$ cat src/hw/rtl/signed_int_to_decimal_ascii_unit_assert.svh
// ----------------------------------------------------------------------------
// Assertion macros for the decimal ASCII unit
// Clocked on clk_i, disabled while rst_ni is low.
// ----------------------------------------------------------------------------
`ifndef SIGNED_INT_TO_DECIMAL_ASCII_UNIT_ASSERT_SVH
`define SIGNED_INT_TO_DECIMAL_ASCII_UNIT_ASSERT_SVH

// Same-cycle implication
`define SITDA_ASSERT_IMPL(lbl, ante, cons, msg) \
  lbl: assert property (@(posedge clk_i) disable iff (!rst_ni) (ante) |-> (cons)) \
    else $error(msg);

// Next-cycle implication
`define SITDA_ASSERT_NEXT(lbl, ante, cons, msg) \
  lbl: assert property (@(posedge clk_i) disable iff (!rst_ni) (ante) |=> (cons)) \
    else $error(msg);

`endif

$ cat src/hw/rtl/sitda_pkg.sv
// ----------------------------------------------------------------------------
// sitda_pkg
// Shared constants, types and helpers of the decimal ASCII unit.
// ----------------------------------------------------------------------------
`timescale 1ns / 1ps

package sitda_pkg;

  // Widths and counts
  localparam int MagW       = 32;
  localparam int NumDigits  = 10;
  localparam int DigitW     = 4;
  localparam int BcdW       = NumDigits * DigitW;
  localparam int IdxW       = $clog2(NumDigits);
  localparam int StepW      = $clog2(MagW);
  localparam int CharW      = 8;
  localparam int QueueDepth = 2;
  localparam int QueuePtrW  = (QueueDepth > 1) ? $clog2(QueueDepth) : 1;
  localparam int QueueCntW  = $clog2(QueueDepth + 1);

  // Character codes
  localparam logic [CharW-1:0] CharZero  = 8'h30;
  localparam logic [CharW-1:0] CharNine  = 8'h39;
  localparam logic [CharW-1:0] CharMinus = 8'h2D;

  // Shift-and-add-3 constants
  localparam logic [DigitW-1:0] DigitMax    = 4'd9;
  localparam logic [DigitW-1:0] DabbleLimit = 4'd5;
  localparam logic [DigitW-1:0] DabbleAdd   = 4'd3;

  // Classified item: sign and unsigned magnitude
  typedef struct packed {
    logic            neg;
    logic [MagW-1:0] mag;
  } sitda_item_t;

  // Converted item: sign and packed BCD digits, least significant digit low
  typedef struct packed {
    logic            neg;
    logic [BcdW-1:0] bcd;
  } sitda_bcd_t;

  // True when every BCD digit is a legal decimal digit
  function automatic logic bcd_ok(input logic [BcdW-1:0] bcd);
    logic ok;
    ok = 1'b1;
    for (int i = 0; i < NumDigits; i++) begin
      if (bcd[i*DigitW +: DigitW] > DigitMax) ok = 1'b0;
    end
    return ok;
  endfunction

endpackage

$ cat src/hw/rtl/sitda_front.sv
// ----------------------------------------------------------------------------
// sitda_front
// Input stage: takes one integer, splits it into sign and magnitude.
// ----------------------------------------------------------------------------
`timescale 1ns / 1ps

module sitda_front (
  input  logic                      clk_i,
  input  logic                      rst_ni,
  input  logic                      in_valid_i,
  input  logic signed [sitda_pkg::MagW-1:0] in_value_i,
  output logic                      in_ready_o,
  output logic                      out_valid_o,
  output sitda_pkg::sitda_item_t    out_item_o,
  input  logic                      out_ready_i
);

  logic                   valid_q;
  sitda_pkg::sitda_item_t item_q;
  sitda_pkg::sitda_item_t item_d;

  // Sign and magnitude; the most negative value maps to 2^31 unsigned
  always_comb begin
    item_d.neg = in_value_i[sitda_pkg::MagW-1];
    item_d.mag = item_d.neg ? sitda_pkg::MagW'(~$unsigned(in_value_i) + 1'b1)
                            : $unsigned(in_value_i);
  end

  assign in_ready_o  = !valid_q || out_ready_i;
  assign out_valid_o = valid_q;
  assign out_item_o  = item_q;

  // Holding register
  always_ff @(posedge clk_i or negedge rst_ni) begin
    if (!rst_ni) begin
      valid_q <= 1'b0;
      item_q  <= '0;
    end else if (in_valid_i && in_ready_o) begin
      valid_q <= 1'b1;
      item_q  <= item_d;
    end else if (out_ready_i) begin
      valid_q <= 1'b0;
    end
  end

endmodule

$ cat src/hw/rtl/sitda_queue.sv
// ----------------------------------------------------------------------------
// sitda_queue
// Short FIFO of classified items between front and converter.
// ----------------------------------------------------------------------------
`timescale 1ns / 1ps

module sitda_queue (
  input  logic                   clk_i,
  input  logic                   rst_ni,
  input  logic                   push_i,
  input  sitda_pkg::sitda_item_t data_i,
  output logic                   full_o,
  input  logic                   pop_i,
  output sitda_pkg::sitda_item_t data_o,
  output logic                   empty_o
);

  sitda_pkg::sitda_item_t                 mem_q [sitda_pkg::QueueDepth];
  logic [sitda_pkg::QueuePtrW-1:0]        wr_ptr_q;
  logic [sitda_pkg::QueuePtrW-1:0]        rd_ptr_q;
  logic [sitda_pkg::QueueCntW-1:0]        count_q;
  logic                                   do_push;
  logic                                   do_pop;

  assign full_o  = (count_q == sitda_pkg::QueueCntW'(sitda_pkg::QueueDepth));
  assign empty_o = (count_q == '0);
  assign do_push = push_i && !full_o;
  assign do_pop  = pop_i && !empty_o;
  assign data_o  = mem_q[rd_ptr_q];

  // Pointers, fill count and storage
  always_ff @(posedge clk_i or negedge rst_ni) begin
    if (!rst_ni) begin
      wr_ptr_q <= '0;
      rd_ptr_q <= '0;
      count_q  <= '0;
      for (int i = 0; i < sitda_pkg::QueueDepth; i++) mem_q[i] <= '0;
    end else begin
      if (do_push) begin
        mem_q[wr_ptr_q] <= data_i;
        wr_ptr_q <= (wr_ptr_q == sitda_pkg::QueuePtrW'(sitda_pkg::QueueDepth - 1))
                    ? '0 : wr_ptr_q + 1'b1;
      end
      if (do_pop) begin
        rd_ptr_q <= (rd_ptr_q == sitda_pkg::QueuePtrW'(sitda_pkg::QueueDepth - 1))
                    ? '0 : rd_ptr_q + 1'b1;
      end
      if (do_push && !do_pop)      count_q <= count_q + 1'b1;
      else if (do_pop && !do_push) count_q <= count_q - 1'b1;
    end
  end

endmodule

$ cat src/hw/rtl/sitda_bcd.sv
// ----------------------------------------------------------------------------
// sitda_bcd
// Binary to BCD converter, shift-and-add-3, one magnitude bit per cycle.
// ----------------------------------------------------------------------------
`timescale 1ns / 1ps

module sitda_bcd (
  input  logic                   clk_i,
  input  logic                   rst_ni,
  input  logic                   in_valid_i,
  input  sitda_pkg::sitda_item_t in_item_i,
  output logic                   in_ready_o,
  output logic                   out_valid_o,
  output sitda_pkg::sitda_bcd_t  out_data_o,
  input  logic                   out_ready_i
);

  typedef enum logic [1:0] {
    StIdle,
    StShift,
    StDone
  } state_e;

  state_e                          state_q;
  logic                            neg_q;
  logic [sitda_pkg::MagW-1:0]      bin_q;
  logic [sitda_pkg::MagW-1:0]      bin_d;
  logic [sitda_pkg::BcdW-1:0]      bcd_q;
  logic [sitda_pkg::BcdW-1:0]      bcd_d;
  logic [sitda_pkg::BcdW-1:0]      adj;
  logic [sitda_pkg::StepW-1:0]     step_q;

  // One step: correct digits of five or more, then shift in the next bit
  always_comb begin
    logic [sitda_pkg::DigitW-1:0] d;
    d = '0;
    for (int i = 0; i < sitda_pkg::NumDigits; i++) begin
      d = bcd_q[i*sitda_pkg::DigitW +: sitda_pkg::DigitW];
      adj[i*sitda_pkg::DigitW +: sitda_pkg::DigitW] =
        (d >= sitda_pkg::DabbleLimit) ? d + sitda_pkg::DabbleAdd : d;
    end
    {bcd_d, bin_d} = {adj[sitda_pkg::BcdW-2:0], bin_q, 1'b0};
  end

  assign in_ready_o     = (state_q == StIdle);
  assign out_valid_o    = (state_q == StDone);
  assign out_data_o.neg = neg_q;
  assign out_data_o.bcd = bcd_q;

  // Sequencer
  always_ff @(posedge clk_i or negedge rst_ni) begin
    if (!rst_ni) begin
      state_q <= StIdle;
      neg_q   <= 1'b0;
      bin_q   <= '0;
      bcd_q   <= '0;
      step_q  <= '0;
    end else begin
      case (state_q)
        StIdle: begin
          if (in_valid_i) begin
            neg_q   <= in_item_i.neg;
            bin_q   <= in_item_i.mag;
            bcd_q   <= '0;
            step_q  <= '0;
            state_q <= StShift;
          end
        end
        StShift: begin
          bin_q  <= bin_d;
          bcd_q  <= bcd_d;
          step_q <= step_q + 1'b1;
          if (step_q == sitda_pkg::StepW'(sitda_pkg::MagW - 1)) state_q <= StDone;
        end
        StDone: begin
          if (out_ready_i) state_q <= StIdle;
        end
        default: state_q <= StIdle;
      endcase
    end
  end

endmodule

$ cat src/hw/rtl/sitda_emit.sv
// ----------------------------------------------------------------------------
// sitda_emit
// Character sequencer: sign, then digits from the leading one, one a cycle while the output is popped.
// ----------------------------------------------------------------------------
`timescale 1ns / 1ps

module sitda_emit (
  input  logic                          clk_i,
  input  logic                          rst_ni,
  input  logic                          in_valid_i,
  input  sitda_pkg::sitda_bcd_t         in_data_i,
  output logic                          in_ready_o,
  output logic                          empty_o,
  input  logic                          pop_i,
  output logic [sitda_pkg::CharW-1:0]   char_code_o,
  output logic                          last_char_o
);

  typedef enum logic [1:0] {
    EmIdle,
    EmSign,
    EmDigits
  } state_e;

  state_e                          state_q;
  logic [sitda_pkg::DigitW-1:0]    digits_q [sitda_pkg::NumDigits];
  logic [sitda_pkg::IdxW-1:0]      idx_q;
  logic [sitda_pkg::IdxW-1:0]      top_idx;
  logic [sitda_pkg::DigitW-1:0]    cur_digit;
  logic                            out_valid_q;
  logic [sitda_pkg::CharW-1:0]     char_q;
  logic                            last_q;
  logic                            adv;

  // Highest non-zero digit; zero itself prints one digit
  always_comb begin
    top_idx = '0;
    for (int i = 0; i < sitda_pkg::NumDigits; i++) begin
      if (in_data_i.bcd[i*sitda_pkg::DigitW +: sitda_pkg::DigitW] != '0) begin
        top_idx = sitda_pkg::IdxW'(i);
      end
    end
  end

  assign cur_digit   = digits_q[idx_q];
  assign adv         = !out_valid_q || pop_i;
  assign in_ready_o  = (state_q == EmIdle);
  assign empty_o     = !out_valid_q;
  assign char_code_o = char_q;
  assign last_char_o = last_q;

  // Sequencer and output register
  always_ff @(posedge clk_i or negedge rst_ni) begin
    if (!rst_ni) begin
      state_q     <= EmIdle;
      idx_q       <= '0;
      out_valid_q <= 1'b0;
      char_q      <= '0;
      last_q      <= 1'b0;
      for (int i = 0; i < sitda_pkg::NumDigits; i++) digits_q[i] <= '0;
    end else begin
      if (adv) out_valid_q <= (state_q != EmIdle);
      case (state_q)
        EmIdle: begin
          if (in_valid_i) begin
            for (int i = 0; i < sitda_pkg::NumDigits; i++) begin
              digits_q[i] <= in_data_i.bcd[i*sitda_pkg::DigitW +: sitda_pkg::DigitW];
            end
            idx_q   <= top_idx;
            state_q <= in_data_i.neg ? EmSign : EmDigits;
          end
        end
        EmSign: begin
          if (adv) begin
            char_q  <= sitda_pkg::CharMinus;
            last_q  <= 1'b0;
            state_q <= EmDigits;
          end
        end
        EmDigits: begin
          if (adv) begin
            char_q <= sitda_pkg::CharZero + sitda_pkg::CharW'(cur_digit);
            last_q <= (idx_q == '0);
            if (idx_q == '0) state_q <= EmIdle;
            else             idx_q   <= idx_q - 1'b1;
          end
        end
        default: state_q <= EmIdle;
      endcase
    end
  end

endmodule

$ cat src/hw/rtl/signed_int_to_decimal_ascii_unit.sv
// ----------------------------------------------------------------------------
// signed_int_to_decimal_ascii_unit: 32-bit signed integer to decimal ASCII
// Output: characters follow one per cycle while the consumer keeps popping.
// Pacing: set by the 32-step BCD converter, which takes no new item until its result is taken.
// Reset: asynchronous, clears the front, queue, converter and output register.
// ----------------------------------------------------------------------------
`timescale 1ns / 1ps

module signed_int_to_decimal_ascii_unit (
  input  logic                              clk_i,
  input  logic                              rst_ni,
  input  logic                              push,
  output logic                              full,
  input  logic signed [sitda_pkg::MagW-1:0] value_i,
  output logic                              empty,
  input  logic                              pop,
  output logic [sitda_pkg::CharW-1:0]       char_code_o,
  output logic                              last_char_o
);

`include "signed_int_to_decimal_ascii_unit_assert.svh"

  logic                   front_ready;
  logic                   front_valid;
  sitda_pkg::sitda_item_t front_item;
  logic                   q_full;
  logic                   q_empty;
  sitda_pkg::sitda_item_t q_item;
  logic                   conv_ready;
  logic                   conv_valid;
  sitda_pkg::sitda_bcd_t  conv_data;
  logic                   emit_ready;
  logic                   char_minus;
  logic                   char_legal;

  assign full = !front_ready;

  // Front: classify
  sitda_front u_front (
    .clk_i       (clk_i),
    .rst_ni      (rst_ni),
    .in_valid_i  (push),
    .in_value_i  (value_i),
    .in_ready_o  (front_ready),
    .out_valid_o (front_valid),
    .out_item_o  (front_item),
    .out_ready_i (!q_full)
  );

  // Decoupling queue
  sitda_queue u_queue (
    .clk_i   (clk_i),
    .rst_ni  (rst_ni),
    .push_i  (front_valid),
    .data_i  (front_item),
    .full_o  (q_full),
    .pop_i   (conv_ready),
    .data_o  (q_item),
    .empty_o (q_empty)
  );

  // Back: binary to BCD
  sitda_bcd u_bcd (
    .clk_i       (clk_i),
    .rst_ni      (rst_ni),
    .in_valid_i  (!q_empty),
    .in_item_i   (q_item),
    .in_ready_o  (conv_ready),
    .out_valid_o (conv_valid),
    .out_data_o  (conv_data),
    .out_ready_i (emit_ready)
  );

  // Back: character output
  sitda_emit u_emit (
    .clk_i       (clk_i),
    .rst_ni      (rst_ni),
    .in_valid_i  (conv_valid),
    .in_data_i   (conv_data),
    .in_ready_o  (emit_ready),
    .empty_o     (empty),
    .pop_i       (pop),
    .char_code_o (char_code_o),
    .last_char_o (last_char_o)
  );

  // Character classes for the checks
  assign char_minus = (char_code_o == sitda_pkg::CharMinus);
  assign char_legal = char_minus || ((char_code_o >= sitda_pkg::CharZero) &&
                                     (char_code_o <= sitda_pkg::CharNine));

  // Checks
  `SITDA_ASSERT_IMPL(a_char_legal, !empty, char_legal, "illegal character code")
  `SITDA_ASSERT_IMPL(a_minus_not_last, !empty && char_minus, !last_char_o, "minus flagged last")
  `SITDA_ASSERT_IMPL(a_bcd_digits, conv_valid, sitda_pkg::bcd_ok(conv_data.bcd), "bad BCD digit")
  `SITDA_ASSERT_NEXT(a_emit_busy, conv_valid && emit_ready, !emit_ready, "emitter still idle")

endmodule

$ cat config.mk
export PLATFORM = sky130hd
export DESIGN_NAME = signed_int_to_decimal_ascii_unit
export DESIGN_NICKNAME = d
export VERILOG_FILES = /design/src/hw/rtl/sitda_pkg.sv /design/src/hw/rtl/sitda_front.sv /design/src/hw/rtl/sitda_queue.sv /design/src/hw/rtl/sitda_bcd.sv /design/src/hw/rtl/sitda_emit.sv /design/src/hw/rtl/signed_int_to_decimal_ascii_unit.sv
export VERILOG_INCLUDE_DIRS = /design/src /design/src/hw/rtl
export SDC_FILE = /design/constraint.sdc
export NUM_CORES = 1
export LEC_CHECK = 0
export BUFFER_PORTS_ARGS = -buffer_cell sky130_fd_sc_hd__clkbuf_2
export CORE_UTILIZATION = 50
export CTS_CLUSTER_SIZE = 24
export DETAILED_ROUTE_END_ITERATION = 16
export GPL_ROUTABILITY_DRIVEN = 0
export HOLD_SLACK_MARGIN = 0.02
export PLACE_DENSITY = 0.69
export SLEW_MARGIN = 30
export SYNTH_ARGS = -nofsm -noshare
export SYNTH_HDL_FRONTEND = slang
export SYNTH_SLANG_ARGS = --single-unit
$ cat constraint.sdc
create_clock -name clk_i -period 1.95 [get_ports clk_i]
set_clock_uncertainty 0.1 [all_clocks]
set_input_delay 0.2925 -clock clk_i [delete_from_list [all_inputs] [get_ports clk_i]]
set_output_delay 0.2925 -clock clk_i [all_outputs]
set_load 0.01 [all_outputs]
# == Word level (Yosys, flattened, before mapping) ==
# Cells that the tools add are included.
# op_classes
addsub,18
n_mul,0
n_div,0
magnitude_cmp,14
n_eq_ne,15
n_shift,0
muxes,61
bitwise_logic,5
reduce_logical,40
# op_table
operator,n
$mux W33,4
$mux W4,22
$pmux W40 S2,1
$bwmux W66,1
$mux W32,2
$pmux W32 S2,1
$ge A4 B3 Y1 const B,10
$mux W40,1
$add A4 B2 Y4 const B,9
$reduce_bool A4 Y1,9
$demux W33 S1,1
$add A32 B1 Y32 const B,1
$not A32 Y32,1
$mux W2,10
$bmux W4 S4,1
$mux W8,2
$pmux W8 S2,1
$pmux W2 S3,2
$ne A2 B1 Y1 const B,5
$pmux W5 S2,1
$reduce_bool A2 Y1,5
$ne A2 B2 Y1 const B,4
$pmux W4 S2,1
$reduce_and A4 Y1,2
27 further kinds,56
# word_totals
register_bits,240
latch_bits,0
mem_bits_rw,0
rom_bits,0
inputBits,36
output_inout_bits,11
word_cells,183
memories,0

# == Depth between registers and ports, before layout ==
# depth
depth_word,12
ltp_mapped,9
ltp_nobuf,7

# == Cells and area by module ==
# From an unflattened synthesis, not the netlist that was laid out.
# unflattened
cells_unflattened,1026
hier_area_um2,11930.2
# by_module_without_submodules
mod,instances,cells_each,area_per_inst_um2,seq_area_each_um2
sitda_bcd,1,419,4195.3,2001.9
sitda_queue,1,194,3056.7,1751.7
sitda_emit,1,204,2715.1,1351.3
sitda_front,1,206,1951.9,850.8
signed_int_to_decimal_ascii_unit,1,3,11.3,0.0

# == Worst setup path after synthesis ==
# No wires, ideal clock.
# synth_timing
path_kind,register -> register
from,register u_emit.idx_q[0] (netlist bit)
to,register u_emit.idx_q[0] (netlist bit)
setup_ns,0.110
arrival_time_ns,1.871
required_time_ns,1.740
path_slack_ns,-0.131
stages_incl_launch_ff,9
period_less_slack_ns,2.081
path_cell_list,dfrtp_1 buf_2 buf_2 inv_1 ha_1 nor3b_1 nor3b_1 o21bai_1 o41ai_1
# synth_between
elab_chain_len,4
elab_cells_between_ends,7
classes_between,add/sub (1); eq/ne (1); mux (3); reduce/logical (2)
# synth_lines
item,line_no,source
start: declaration,sitda_emit.sv:27,logic [sitda_pkg::IdxW-1:0] idx_q;
start signal: assignment,sitda_emit.sv:69,idx_q <= top_idx;
start signal: assignment,sitda_emit.sv:85,else idx_q <= idx_q - 1'b1;
$sub A4 B1 Y4,sitda_emit.sv:85,
$mux W4,sitda_emit.sv:84,if (idx_q == '0) state_q <= EmIdle;
$mux W4,sitda_emit.sv:81,if (adv) begin
$pmux W4 S2,sitda_emit.sv:63,case (state_q)
# Several ways; a longest one is shown, not always the timed one. The select of a mux whose other input is x is not followed.
# A chain may end at the register's enable or synchronous reset.

# == Final worst setup path ==
# layout_timing
from,register u_emit.idx_q[0] (netlist bit)
to,register u_emit.char_q (netlist bit u_emit.char_code_o[0])
# layout_between
elab_chain_len,7
# layout_lines
item,line_no,source
$not A4 Y5 (implied by the code),sitda_emit.sv:45,assign cur_digit = digits_q[idx_q];
$bmux W4 S4,sitda_emit.sv:45,
$mux W4 (implied by the code) (2 in a row),sitda_emit.sv:45,
$add A6 B4 Y7,sitda_emit.sv:82,char_q <= sitda_pkg::CharZero + sitda_pkg::CharW'(cur_digit);
$mux W8,sitda_emit.sv:81,
$pmux W8 S2,sitda_emit.sv:63,
end signal: assignment,sitda_emit.sv:75,char_q <= sitda_pkg::CharMinus;
end signal: assignment,sitda_emit.sv:82,
end: declaration,sitda_emit.sv:31,logic [sitda_pkg::CharW-1:0] char_q;
# Every way passes these cells. The select of a mux whose other input is x is not followed.

==> results.txt <==
crit path DAT = 2.19 ns
drt total wl = 23700 µm
Initial DRC Count = 337
worst-skew pair later-pin latency = 0.52 ns
Clock transition at path regs = 0.06 ns
nets@finish = 1184
global-route wire length before repair = 40700 µm
Post-synth ARST share = 1.00
DIE AREA = 23400 µm²
max-cap viol count = 0
Leak Pwr = 0.00623 µW
top cell type's share of synthesized area = 0.523
worst min path class = input port to flop
initial antenna violation count = 0
antenna-violating nets left = 0
Max clock buf depth = 3
largest cells by area after synthesis = dfrtp_1 52%, mux2_2 11%, mux2i_1 3.7%
vias in the first global route = 8236
GR Overflow Total = 0
antenna diode count = 0
Final Cycle Share = 0.961
Top FF cell, synth = dfrtp_1
hold path cells = 3
Hold Vio Cnt, Final = 0
Final Setup Violations = 0
power density cells = 1280 nW/µm²
CP max stage delay = 0.54 ns
most common cell after layout, fill and taps aside = dfrtp_1
Max Slew Vio Count = 0
unrepaired setup endpoints after global routing = no
cell count of the worst reg-to-reg path = 5
overall power = 17300 µW
CTS Buf Count = 26
crit-path max FO = 13
min cycle time layout = 1.87 ns
Root Driver = clkbuf_16
I/O Buffers = 44
fin cells = 1415
share of post-route cells with drive strength above 1 = 0.279
CP required = 2.26 ns
DRC viols = 0
slowest stage cell on the critical path = mux4_2
first drt pass iteration count = 6
status = complete, no violations
Via Count = 7984
fmax = 534 MHz
Seq/Total Area, Yosys = 0.523
CTS tree = yes
CTS sink cnt = 238
Worst IR Drop VDD = 0.000589 V
Cells after Synth = 995
leading area contributor after synthesis = dfrtp_1
Post-Syn Area = 11400 µm²
synthesized flop and latch total = 238
H-tree lvl count = 1
Rows = 54
critical path launch point type = flop
# IOs = 47
crit path cell chain = buf_12, mux4_2, mux2i_1, o221ai_1, o21a_1
Post-synth EDFFs = 0
CP Capture Type = flop
highest-count cells in the layout ignoring fill and taps = 236 x dfrtp_1, 107 x mux2_2, 84 x buf_4
Die Ht = 153 µm
largest net degree at the start of global routing = 59
synth warn = 0
Crit Path Category = flop to flop
CORE AREA = 22100 µm²
Starting Density = 0.516
Cells after DPL = 1360
vias per cell = 5.64
Unique masters post-synth = 60
drt wl/cell = 16.7 µm
Die Wd = 153 µm
syn_area_per_cell = 11.4 µm²
Tot GR Track Use = 0.211
area grow syn2layout = 19.3%
post-DP HPWL = 16100 µm
==> synthesized netlist by cell type (14+ instances only) <==
master and count:
nand2_1 78, clkbuf_1 38, ha_1 25, o21ai_0 82
a21oi_1 24, xor2_1 25, mux2_2 107, a22o_1 14
inv_1 31, dfrtp_1 238, o22ai_1 17, nor2_1 57
mux2i_1 42, a221o_1 30, nand2b_1 18, xnor2_1 15
nor3_1 18
==> path summary, 6_finish.rpt <==
check,startpoint,to,slack [ns]
setup / recovery,u_emit.idx_q[0],u_emit.char_code_o[0],0.08
hold / removal,value_i[10],u_front.out_item_o[10],0.04
setup reg to reg,u_emit.idx_q[0],u_emit.char_code_o[0],0.08
hold reg to reg,u_emit.char_code_o[5],u_emit.char_code_o[5],0.37
max in group asynchronous,rst_ni,u_queue.rd_ptr_q,0.89
min in group asynchronous,rst_ni,u_bcd.bcd_q[3],0.21
==> flip-flops by register name, indices dropped and copies added, names as in the netlist, 2 cells and up <==
name,count
u_queue.mem_q,66
u_bcd.bcd_q,40
u_emit.digits_q,40
u_front.out_item_o,33
u_bcd.bin_q,32
u_emit.char_code_o,6
u_bcd.step_q,5
u_emit.idx_q,4
u_bcd.state_q,2
u_emit.state_q,2
u_queue.count_q,2
==> what timing repair did <==
item | 4_1_cts | 5_1_grt
hold endpoints to repair | 133 | 0
pin swaps | 0 | 3
setup endpoints to repair | 2 | 12
setup buffers | 1 | 3
gates cloned | 0 | 0
gates resized for setup | 1 | 11
hold buffers | 11 | 0
==> report_power, final <==
part	switching (µW)	internal [µW]	total, µW
Sequential	1040	6460	7490
Combinational	2520	2900	5420
Clock	1860	2570	4430
==> cells by family after synthesis <==
kind of cell,synth area share
AO/OA/AOI/OAI,0.133
XOR/XNOR,0.0308
adder cells (fa/ha/maj),0.0275
buffers and inverters,0.0300
flip-flops,0.523
multiplexers,0.159
other,0.000329
AND/OR/NAND/NOR,0.0968
==> critical path: cells and delay by family, from the launching register on <==
kind	cells	cell delay, ns
mux	2	0.77
compound gates	2	0.31
buf+inv	1	0.17
flops	1	0.40
==> layout make-up <==
class	count	area, µm²
fill	1805	8510
clock inverter	5	36.3
multi-input combinational	672	5160
sequential	238	5960
clock buffer	35	724
timing repair buffer	152	1230
tap	280	350
inverter	33	125
==> stage by stage <==
stage	TNS (ns)	utilization	cell area, µm²	setup slack [ns]	hold slack (ns)
3_3_place_gp	-0.396	0.572	12600	-0.109	0.173
5_1_grt	0	0.615	13600	0.000829	0.0486
6_report	0	0.615	13600	0.0757	0.0371
2_1_floorplan	0	-	11400	0.0181	-0.103
4_1_cts	0	0.612	13500	0.0211	0.0211
3_5_place_dp	-0.974	0.572	12600	-0.160	0.168
==> layer usage <==
layer  track usage  part of all wire  up-vias
met4        0.0351             0.013        0
met1         0.288              0.48     3968
met3        0.0278             0.027       24
met5             0                 0        -
met2         0.364              0.48      106
li1              -                 -     3886
Power figures use the tool's default switching activity.
